$ cat src/rtl/pwmdcs_pkg.sv
// Package for the PWM duty-cycle sampler: widths, reset values, register
// indexes, controller states and the command/status types. No dependencies.
package pwmdcs_pkg;

  localparam int CountWidth    = 16;
  localparam int FracBits      = 16;
  localparam int IntervalWidth = 24;
  localparam int WindowWidth   = 16;
  localparam int TotalWidth    = CountWidth + 1;
  localparam int NumWidth      = CountWidth + FracBits + 1;
  localparam int QuotWidth     = FracBits + 1;
  localparam int IterWidth     = $clog2(QuotWidth);
  localparam int AddrWidth     = 4;
  localparam int DataWidth     = 32;

  localparam logic [WindowWidth-1:0]   WindowReset   = WindowWidth'(100);
  localparam logic [IntervalWidth-1:0] IntervalReset = IntervalWidth'(1000);

  typedef enum logic [1:0] {
    REG_ENABLE   = 2'd0,
    REG_WINDOW   = 2'd1,
    REG_INTERVAL = 2'd2,
    REG_NONE     = 2'd3
  } reg_idx_e;

  typedef enum logic [1:0] {
    ST_IDLE,
    ST_DIV,
    ST_DONE
  } ctrl_state_e;

  typedef struct packed {
    logic step;
    logic div_step;
    logic load_out;
  } cmd_t;

  typedef struct packed {
    logic emit;
  } sts_t;

endpackage

$ cat src/rtl/pwmdcs_ctrl.sv
// Controller for the PWM duty-cycle sampler: takes tick beats, sequences the
// iterative divide and owns the result valid flag. Depends on pwmdcs_pkg.
module pwmdcs_ctrl import pwmdcs_pkg::*; (
  input  logic clk_i,
  input  logic rst_ni,
  input  logic in_valid_i,
  output logic in_ready_o,
  input  logic out_ready_i,
  output logic out_valid_o,
  input  sts_t sts_i,
  output cmd_t cmd_o
);

  ctrl_state_e          state_q, state_d;
  logic [IterWidth-1:0] cnt_q, cnt_d;
  logic                 out_valid_q, out_valid_d;

  always_ff @(posedge clk_i or negedge rst_ni) begin
    if (!rst_ni) begin
      state_q     <= ST_IDLE;
      cnt_q       <= '0;
      out_valid_q <= 1'b0;
    end else begin
      state_q     <= state_d;
      cnt_q       <= cnt_d;
      out_valid_q <= out_valid_d;
    end
  end

  always_comb begin
    state_d     = state_q;
    cnt_d       = cnt_q;
    out_valid_d = out_valid_q && !out_ready_i;
    in_ready_o  = 1'b0;
    cmd_o       = '0;
    case (state_q)
      ST_IDLE: begin
        in_ready_o = 1'b1;
        if (in_valid_i) begin
          cmd_o.step = 1'b1;
          if (sts_i.emit) begin
            state_d = ST_DIV;
            cnt_d   = '0;
          end
        end
      end
      ST_DIV: begin
        cmd_o.div_step = 1'b1;
        if (cnt_q == IterWidth'(QuotWidth - 1)) begin
          state_d = ST_DONE;
        end else begin
          cnt_d = cnt_q + 1'b1;
        end
      end
      ST_DONE: begin
        if (!out_valid_q || out_ready_i) begin
          cmd_o.load_out = 1'b1;
          out_valid_d    = 1'b1;
          state_d        = ST_IDLE;
        end
      end
      default: begin
        state_d = ST_IDLE;
      end
    endcase
  end

  assign out_valid_o = out_valid_q;

endmodule

$ cat config.mk
export PLATFORM = sky130hd
export DESIGN_NAME = pwmdcs_ctrl
export DESIGN_NICKNAME = d
export VERILOG_FILES = /design/src/rtl/pwmdcs_pkg.sv /design/src/rtl/pwmdcs_ctrl.sv
export SDC_FILE = /design/constraint.sdc
export NUM_CORES = 1
export LEC_CHECK = 0
export ABC_AREA = 1
export BUFFER_PORTS_ARGS = -buffer_cell sky130_fd_sc_hd__buf_4
export CAP_MARGIN = 15
export CORE_AREA = 3 3 40 42
export DETAILED_ROUTE_END_ITERATION = 16
export DIE_AREA = 0 0 43 45
export SLEW_MARGIN = 5
export SYNTH_ARGS = -nofsm -noshare
export SYNTH_HDL_FRONTEND = slang
export SYNTH_SLANG_ARGS = --single-unit
$ cat constraint.sdc
create_clock -name clk_i -period 1.2 [get_ports clk_i]
set_input_delay 0.06 -clock clk_i [delete_from_list [all_inputs] [get_ports clk_i]]
set_output_delay 0.06 -clock clk_i [all_outputs]
set_load 0.02 [all_outputs]
==> results.txt <==
----------------------------------------------------
[STA]
  Normalized max-slew margin ... 0.797
  Final-report setup violation count ... 0
  Final Critical Period ... 1.19 ns
  Slew of the pin with the lowest slew margin ... 0.305 ns
  Hold Fails Final Rpt ... 0
  Max Transition Viols Final ... 0
  Final worst-path cycle share ... 0.988
  Fmax ... 843 MHz
  Min Hold Slack ... 0.152 ns
  Setup repair after global routing missed its margin ... true
  Clock Skews ... 0.00625 ns

[Placement]
  Post-place instance area ... 606 um^2
  Placer congestion estimate ... 0.781
  Port Buffer Count ... 9
  Hpwl dp ... 782 um

[Global route]
  GRT Residual Overflow ... 0
  Number of antenna violations at the first check in global routing ... 0
  Global-route wire length before repair ... 1.86 mm
  Vias in the first global route ... 452
  Largest net degree at the start of global routing ... 9
  Aggregate global-route resource usage ... 0.138

[Power and ir drop]
  Power density over the cells ... 2270 nW/um^2
  Total design power ... 1.61 mW
  Leakage power ... 0.360 nW
  Maximum vdd drop ... 0.00115 V

[Floorplanning]
  # IOs ... 10
  Die Span Y ... 45 um
  Floorplan core area ... 1280 um^2
  Initial Utilization ... 0.413
  Total die area ... 1940 um^2
  Site Rows ... 13
  Die Width ... 43 um

[CTS]
  Clock latency on the worst-skew pair ... 0.26 ns
  Number of H-tree levels ... 1
  Master cell of the clock root buffer ... clkbuf_4
  Clock-pin slew on the worst setup and hold paths ... 0.06 ns
  Clk buf depth ... 2
  Sink count of the clock tree ... 8
  Num CTS Buffers ... 3
  Clock tree from TritonCTS ... built

[Worst setup path]
  Slowest cell on the critical path ... dfrtp_2
  Critical Setup Path Class ... flop to primary output
  Worst Setup End Kind ... primary output
  List of cells traversed by the critical path ... nor2_2 -> inv_1 -> nor2_1 -> buf_4
  Startpoint class of the critical path ... flop
  CP Data Arrival Time ... 1.13 ns
  Largest fanout on the critical path ... 5
  Delay of the slowest cell on the worst path ... 0.45 ns
  Critical path data required time ... 1.14 ns

[Detailed routing]
  Highest metal layer with signal wires ... met4
  Met3 wire len ... 57 um
  Via-to-Cell Ratio ... 4.76
  Met1 Routed Length ... 453 um
  Number of nets with antenna violations after routing ... 0
  1st-pass router iterations ... 3
  DRC violation total after the first TritonRoute iteration ... 1
  Average detailed-routed wire length per instance ... 11.3 um
  Drt drc ... 0
  Vias after detailed routing ... 452
  DR WL met2 ... 538 um
  Final wirelength ... 1.08 mm

[Yosys]
  Number of enable flip-flop cells after synthesis ... 0
  Mean instance size in the synthesized netlist ... 8.42 um^2
  Fraction of the yosys area taken by sequential cells ... 0.377
  Post-synthesis sequential element count ... 8
  Gate Count Post-Synth ... 63
  Flip-flop cell with the highest count after synthesis ... dfrtp_1
  Share of the synthesized area in the top cell type ... 0.377
  Number of distinct library cell variants in the gate-level netlist after synthesis ... 20
  Main area contributors after synthesis ... dfrtp_1, nand2_1, nand3_1
  Cell type with the highest aggregate area in the netlist ... dfrtp_1
  Library cell with the highest instance count after synthesis ... nand2_1
  Count of synthesis-stage warnings from yosys ... 0
  Most common library cells after synthesis ... nand2_1, dfrtp_1, inv_1
  Combined area of all synthesized cells ... 531 um^2
  Async set or reset register ratio after synthesis ... 1.00
  Net Count, Synth ... 70

[Min path]
  Type of the tightest min-delay check ... input pin to asynchronous set/reset pin

[Run status]
  Result of the run ... complete, no violations

[Finish]
  Final non-filler cell area ... 709 um^2
  Final #Nets ... 89
  Layout area overhead ... 33.7%
  N_diodes ... 0
  Layout cells sized above 1 ... 0.513

[Run]
  Max Cap Violations ... 0

----------------------------------------------------
==> cell families (layout without fill, tap and decap cells) <==
kind of cell | after synthesis | after routing | share of synthesized area
flops | 8 | 8 | 0.377
xor+xnor | 1 | 1 | 0.0165
buf+inv | 13 | 30 | 0.123
simple gates | 37 | 37 | 0.417
compound gates | 2 | 2 | 0.0189
fa+ha+maj | 2 | 2 | 0.0472
==> flip-flops by register name, indices dropped and copies added (netlist names) <==
signal / count
cnt_q: 5
out_valid_o: 1
state_q: 2
==> timing repair <==
item | CTS | global route
hold endpoints to repair | 9 | 0
cloned | 0 | 0
setup buffers | 2 | 2
hold buffers | 2 | 0
pin swaps | 1 | 6
endpoints found under the setup margin | 2 | 9
gates resized for setup | 1 | 12
==> final timing paths <==
path | start | to | slack, ns | depth (start not counted)
worst min register to register | out_valid_o | out_valid_o | 0.55 | 2
worst max-delay path | state_q[0] | cmd_o[0] | 0.01 | 4
worst max register to register | cnt_q[1] | cnt_q[4] | 0.06 | 9
max in group asynchronous | rst_ni | state_q[0] | 0.91 | 2
worst min-delay path | rst_ni | state_q[0] | 0.15 | 2
min in group clk_i | sts_i | state_q[0] | 0.18 | 5
==> power by group <==
| group | total (mW) | switching [mW] | internal (mW) |
|---|---|---|---|
| clock | 0.217 | 0.102 | 0.115 |
| combinational | 0.907 | 0.508 | 0.399 |
| sequential | 0.490 | 0.125 | 0.366 |
| total | 1.61 | 0.734 | 0.880 |
==> layout make-up <==
class	count	area [um^2]
Clock buffer	3	22.5
Fill cell	125	576
Inverter	11	48.8
Multi-Input combinational cell	42	293
Sequential cell	8	201
Tap cell	15	18.8
Timing Repair Buffer	16	125
==> critical path, delay by kind of cell, from the launching register on <==
family | cells | cell delay [ns]
buffers and inverters | 2 | 0.20
AND/OR/NAND/NOR | 2 | 0.22
flip-flops | 1 | 0.45
==> through the flow <==
stage          cells   util  setup TNS, ns  worst slack (ns)
2_1_floorplan     63      -              0            0.0896
3_3_place_gp      86  0.471              0            0.0259
3_5_place_dp      86  0.471       -0.00478          -0.00478
4_1_cts           93  0.518              0           0.00591
5_1_grt           95  0.552         -0.136           -0.0579
6_report          95  0.552              0            0.0144
==> layout by cell type, fill, tap and decap left out, types with 2 or more instances in the layout <==
cell type and n:
buf_4 14, clkbuf_4 3, dfrtp_1 7, dlygate4sd3_1 2
inv_1 5, inv_2 4, nand2_1 8, nand2_2 7
nand2_4 3, nand3_1 7, nand4_1 3, nor2_1 3
nor2_2 2, o21ai_0 2
==> layer usage <==
metal,up-vias,global-route usage
met4,0,0.127
li1,233,-
met5,-,0
met1,206,0.145
met3,4,0.0239
met2,9,0.237
Note: power is estimated with default switching activity, not from simulation.
