## src/rtl/pwmdcs_pkg.sv

```systemverilog
// Package for the PWM duty-cycle sampler: widths, reset values, register
// indexes, controller states and the command/status types. No dependencies.
package pwmdcs_pkg;

  localparam int CountWidth    = 16;
  localparam int FracBits      = 16;
  localparam int IntervalWidth = 24;
  localparam int WindowWidth   = 16;
  localparam int TotalWidth    = CountWidth + 1;
  localparam int NumWidth      = CountWidth + FracBits + 1;
  localparam int QuotWidth     = FracBits + 1;
  localparam int IterWidth     = $clog2(QuotWidth);
  localparam int AddrWidth     = 4;
  localparam int DataWidth     = 32;

  localparam logic [WindowWidth-1:0]   WindowReset   = WindowWidth'(100);
  localparam logic [IntervalWidth-1:0] IntervalReset = IntervalWidth'(1000);

  typedef enum logic [1:0] {
    REG_ENABLE   = 2'd0,
    REG_WINDOW   = 2'd1,
    REG_INTERVAL = 2'd2,
    REG_NONE     = 2'd3
  } reg_idx_e;

  typedef enum logic [1:0] {
    ST_IDLE,
    ST_DIV,
    ST_DONE
  } ctrl_state_e;

  typedef struct packed {
    logic step;
    logic div_step;
    logic load_out;
  } cmd_t;

  typedef struct packed {
    logic emit;
  } sts_t;

endpackage

```

## src/rtl/pwmdcs_dp.sv

```systemverilog
// Datapath for the PWM duty-cycle sampler: interval counter, saturating
// sample counts, restoring divider and result register. Depends on pwmdcs_pkg.
module pwmdcs_dp import pwmdcs_pkg::*; (
  input  logic                     clk_i,
  input  logic                     rst_ni,
  input  logic                     enable_i,
  input  logic                     clr_elapsed_i,
  input  logic [WindowWidth-1:0]   window_size_i,
  input  logic [IntervalWidth-1:0] sample_interval_i,
  input  logic                     pin_level_i,
  input  logic                     level_valid_i,
  input  cmd_t                     cmd_i,
  output sts_t                     sts_o,
  output logic [QuotWidth-1:0]     duty_fraction_o,
  output logic [CountWidth-1:0]    high_samples_o
);

  logic [IntervalWidth-1:0] elapsed_q, elapsed_d;
  logic [CountWidth-1:0]    high_q, high_d, low_q, low_d;
  logic [TotalWidth-1:0]    rem_q, rem_d;
  logic [TotalWidth-1:0]    div_q, div_d;
  logic [QuotWidth-1:0]     quot_q, quot_d;
  logic [CountWidth-1:0]    hs_q, hs_d;
  logic [QuotWidth-1:0]     duty_out_q;
  logic [CountWidth-1:0]    hs_out_q;

  logic                     run;
  logic [IntervalWidth-1:0] elapsed_inc, interval;
  logic                     sample;
  logic [CountWidth-1:0]    high_new, low_new;
  logic [TotalWidth-1:0]    total, window;
  logic                     emit;
  logic [NumWidth-1:0]      num;
  logic [TotalWidth:0]      trial, diff;

  always_comb begin
    run         = cmd_i.step && enable_i;
    elapsed_inc = (elapsed_q == '1) ? elapsed_q : elapsed_q + 1'b1;
    interval    = (sample_interval_i == '0) ? IntervalWidth'(1) : sample_interval_i;
    sample      = elapsed_inc >= interval;
    high_new    = high_q;
    low_new     = low_q;
    if (sample && level_valid_i) begin
      if (pin_level_i) begin
        if (high_q != '1) high_new = high_q + 1'b1;
      end else begin
        if (low_q != '1) low_new = low_q + 1'b1;
      end
    end
    total  = {1'b0, high_new} + {1'b0, low_new};
    window = (window_size_i == '0) ? TotalWidth'(1) : {1'b0, window_size_i};
    emit   = run && sample && (total != '0) && (total >= window);
    num    = (NumWidth'(high_new) << FracBits) + NumWidth'(total >> 1);

    trial = {rem_q, quot_q[QuotWidth-1]};
    diff  = trial - {1'b0, div_q};

    elapsed_d = elapsed_q;
    high_d    = high_q;
    low_d     = low_q;
    rem_d     = rem_q;
    div_d     = div_q;
    quot_d    = quot_q;
    hs_d      = hs_q;

    if (clr_elapsed_i) begin
      elapsed_d = '0;
    end else if (run) begin
      elapsed_d = sample ? '0 : elapsed_inc;
    end
    if (run && sample) begin
      high_d = emit ? '0 : high_new;
      low_d  = emit ? '0 : low_new;
    end
    if (emit) begin
      rem_d  = TotalWidth'(num[NumWidth-1:QuotWidth]);
      quot_d = num[QuotWidth-1:0];
      div_d  = total;
      hs_d   = high_new;
    end else if (cmd_i.div_step) begin
      if (!diff[TotalWidth]) begin
        rem_d  = diff[TotalWidth-1:0];
        quot_d = {quot_q[QuotWidth-2:0], 1'b1};
      end else begin
        rem_d  = trial[TotalWidth-1:0];
        quot_d = {quot_q[QuotWidth-2:0], 1'b0};
      end
    end
  end

  always_ff @(posedge clk_i or negedge rst_ni) begin
    if (!rst_ni) begin
      elapsed_q <= '0;
      high_q    <= '0;
      low_q     <= '0;
    end else begin
      elapsed_q <= elapsed_d;
      high_q    <= high_d;
      low_q     <= low_d;
    end
  end

  always_ff @(posedge clk_i) begin
    rem_q  <= rem_d;
    div_q  <= div_d;
    quot_q <= quot_d;
    hs_q   <= hs_d;
    if (cmd_i.load_out) begin
      duty_out_q <= quot_q;
      hs_out_q   <= hs_q;
    end
  end

  assign sts_o.emit      = emit;
  assign duty_fraction_o = duty_out_q;
  assign high_samples_o  = hs_out_q;

endmodule

```

## config.mk

```make
export PLATFORM = sky130hd
export DESIGN_NAME = pwmdcs_dp
export DESIGN_NICKNAME = d
export VERILOG_FILES = /design/src/rtl/pwmdcs_pkg.sv /design/src/rtl/pwmdcs_dp.sv
export SDC_FILE = /design/constraint.sdc
export NUM_CORES = 1
export LEC_CHECK = 0
export BUFFER_PORTS_ARGS = -buffer_cell sky130_fd_sc_hd__buf_2
export CAP_MARGIN = 20
export CORE_MARGIN = 5
export CORE_UTILIZATION = 50
export DETAILED_ROUTE_END_ITERATION = 7
export PLACE_DENSITY = 0.7
export SETUP_SLACK_MARGIN = 0.1
export SLEW_MARGIN = 20
export SYNTH_ARGS = -nofsm -noshare
export SYNTH_HDL_FRONTEND = slang
export SYNTH_SLANG_ARGS = --single-unit
```

## constraint.sdc

```tcl
create_clock -name clk_i -period 9.1 [get_ports clk_i]
set_input_delay 0.455 -clock clk_i [delete_from_list [all_inputs] [get_ports clk_i]]
set_output_delay 0.455 -clock clk_i [all_outputs]
set_load 0.01 [all_outputs]
```

==> results.cfg <==
[status]
run_status = completed

[die]
die_width_um = 152.7
placement_rows = 52
pin_count = 83
floorplan.core_area_um2 = 20170
floorplan.die_area_um2 = 23330
floorplan.die.height_um = 152.7
initial_core_util = 0.5050

[routing]
routed_wirelength_mm = 25.40
vias = 8226
postRouteAntennaNets = 0
wl_per_cell_um = 17.95
detail_route.iter0.violations = 700
detail_route.vias_per_cell = 5.813
number_of_detailed_routing_iterations_run_before_antenna_repair = 5
drc = 0

[setup_path]
max_stage_delay_ns = 0.63
startpoint_type = flip-flop
timing_worst_setup_path_type = flip-flop to output port
arrival_ns = 8.16
worst-endpoint-required_ns = 8.65
worst_setup_path_end_kind = output port
crit_family = simple AND/OR/NAND/NOR gates
crit_slowest_cell = sky130_fd_sc_hd__or4_1
count_of_buffering_cells_on_the_critical_path_with_inverters_included = 4
critPathMostFrequentCell = sky130_fd_sc_hd__nand4_1
critPathMaxFanout = 7

[logic_synthesis]
synth_cell_types = 66
ys_seq_elements = 156
synthXorXnorAreaFrac = 0.04643
synth-compound-area-share = 0.1535
synth.avg_cell_area_um2 = 9.909
synth_common_cells = sky130_fd_sc_hd__inv_1 (102), sky130_fd_sc_hd__edfxtp_1 (99), sky130_fd_sc_hd__nand2_1 (87)
synth_simple_gate_area_share = 0.1596
post-synth-top-area-fraction = 0.2919
syn-num-nets = 1155
syn-instance-count = 1028
post_syn_area_um2 = 10190
postSynth.topFlopCell = sky130_fd_sc_hd__edfxtp_1
synth-edff-count = 99
async_reset_ff_frac = 0.3590
post-synth-top-count-cell = sky130_fd_sc_hd__inv_1
count_of_warnings_emitted_by_yosys = 0
ys_top_cells_by_area = sky130_fd_sc_hd__edfxtp_1 (29%), sky130_fd_sc_hd__dfrtp_1 (14%), sky130_fd_sc_hd__ha_1 (9.3%)
post-synth-top-area-cell = sky130_fd_sc_hd__edfxtp_1
share_of_synthesized_cell_area_in_full_adder_half_adder_and_majority_cells = 0.09729
seq_area_frac_synth = 0.4314
synthMuxAreaShare = 0.06191
synth_top_family_by_area = simple AND/OR/NAND/NOR gates

[power]
fin_total_pwr_mw = 2.217
p_per_area_nw_per_um2 = 187.4
leakage_nw = 5.413
ir_worst_vdd_mv = 0.1441

[global_route]
grt_start_max_net_pins = 57
antenna_found_initial = 0
vias_in_the_first_global_route = 7733
grt_pass1_wl_mm = 40.60
gr-total-overflow = 0
global_route.usage.total = 0.2158

[timing]
hold_viol_final = 0
finalCritPeriodShare = 0.9468
worst_pin_slew_ns = 0.7801
finalWorstPathRequiredPeriod_ns = 8.615
max_clock_freq_ghz = 0.1161
max_slew_violation_total_from_the_final_report = 0
unrepaired_setup_endpoints_after_global_routing = no
hold_slack_ns = 0.1506
slew_headroom = 0.4799
final_critical_path_setup_slack_ns = 0.4845
setup_violations = 0
fin_worst_skew_ns = 0.01359

[clock_tree]
cts_max_level = 4
cts_buffers = 17
clkSlewWorstSetupHoldPaths_ns = 0.08
cts.path.max_buffers = 2
numClockSinks = 156
clock_latency_ns = 0.44
clock_tree.root_cell = sky130_fd_sc_hd__clkbuf_16
cts_tree = yes

[layout]
layout-drive-gt1-share = 0.1878
antenna-diode-count = 0
multiInputGateArea_um2 = 5445
post-route-cell-area_um2 = 11830
area_delta_synth_final_pct = 16.15
nFillCells = 1736
final_net_count = 1259
seq_area_um2 = 4397

[job]
total_of_max_cap_violations = 0

[placement]
globalplace.congestion = 0.9194
hpwl_mm = 18.64
dpl_cell_area_um2 = 11020
place_ws_ns = -0.1788
placement.io_buffers = 82

[min_path]
hp_class = input port to asynchronous set/reset pin
## sequential cells by signal, summed over array words and instances, names as in the netlist
name / flops
high_q: 16
rem_q: 17
duty_fraction_o: 17
elapsed_q: 24
hs_q: 16
div_q: 17
quot_q: 17
low_q: 16
high_samples_o: 16
## per-stage QoR
step / instances / setup TNS, ns / utilization
after floorplan: 1028 / 0 / -
after global placement: 1375 / 0 / 0.5462
after detailed placement: 1375 / -4.016 / 0.5462
after CTS: 1409 / 0 / 0.5782
after global routing: 1415 / 0 / 0.5866
final: 1415 / 0 / 0.5866
## placed cells by master, fill, tap and decap left out, drive strengths merged, types with 10 or more instances in the layout
cell type,count
buf,113
inv,108
edfxtp,99
nand2,87
ha,76
nor2,61
dfrtp,56
o21ai,53
a21oi,43
nand3,34
xnor2,29
mux2,28
mux2i,27
nand4,26
xor2,25
o31ai,20
nor3,20
a21o,19
clkbuf,17
nor4,17
and3,16
a31oi,15
and2,14
or2,14
o21a,13
a211oi,11
o211ai,10
## layout make-up
| cell class | count | share of cell area |
|---|---|---|
| clock buffers | 17 | 0.03596 |
| clock inverters | 15 | 0.01586 |
| inverters | 102 | 0.03236 |
| multi-input cells | 742 | 0.4602 |
| flip-flops and latches | 156 | 0.3716 |
| well taps | 270 | 0.02855 |
| repair buffers | 113 | 0.05541 |
## where the power goes
part           internal (mW)  total [mW]  switching [mW]  leakage, nW
clock network          0.373       0.723           0.350        0.294
logic                  0.292       0.615           0.323         3.40
registers              0.845       0.880          0.0345         1.72
total                   1.51        2.22           0.707         5.41
## kinds of logic after synthesis
logic type	after synthesis
mux	55
flops	156
fa+ha+maj	78
simple gates	324
xor+xnor	54
compound gates	231
buf+inv	130
## path summary, 6_finish.rpt
check                         startpoint                end  slack, ns  depth (start not counted)
setup reg to reg           elapsed_q[12]         quot_q[16]       0.55                         36
min in group clk_i              cmd_i[1]          rem_q[16]       0.24                          2
hold reg to reg                  hs_q[7]  high_samples_o[7]       0.42                          0
hold / removal                    rst_ni       elapsed_q[1]       0.15                          2
max in group asynchronous         rst_ni       elapsed_q[7]       8.41                          2
setup / recovery           elapsed_q[12]              sts_o       0.48                         34
## worst register-to-register path: cells and delay by family (launching register included)
kind / cells / cell delay, ns
simple gates: 15 / 2.99
compound gates: 10 / 2.31
fa+ha+maj: 3 / 1.04
buf+inv: 5 / 0.94
flops: 1 / 0.42
mux: 1 / 0.37
xor+xnor: 2 / 0.23
## timing repair
action	in CTS	in global routing
gates resized for setup	4	27
hold buffers	0	0
pin swaps	1	3
setup endpoints to repair	79	133
setup buffers	2	6
## layer usage
metal  share of wire  global-route usage  vias to the layer above
met5               0                   0                        -
met4           0.014             0.05006                        0
met3           0.060             0.03579                       29
met2            0.46              0.3332                      255
li1                -                   -                     3994
met1            0.46              0.3200                     3948
Power figures use the tool's default switching activity.
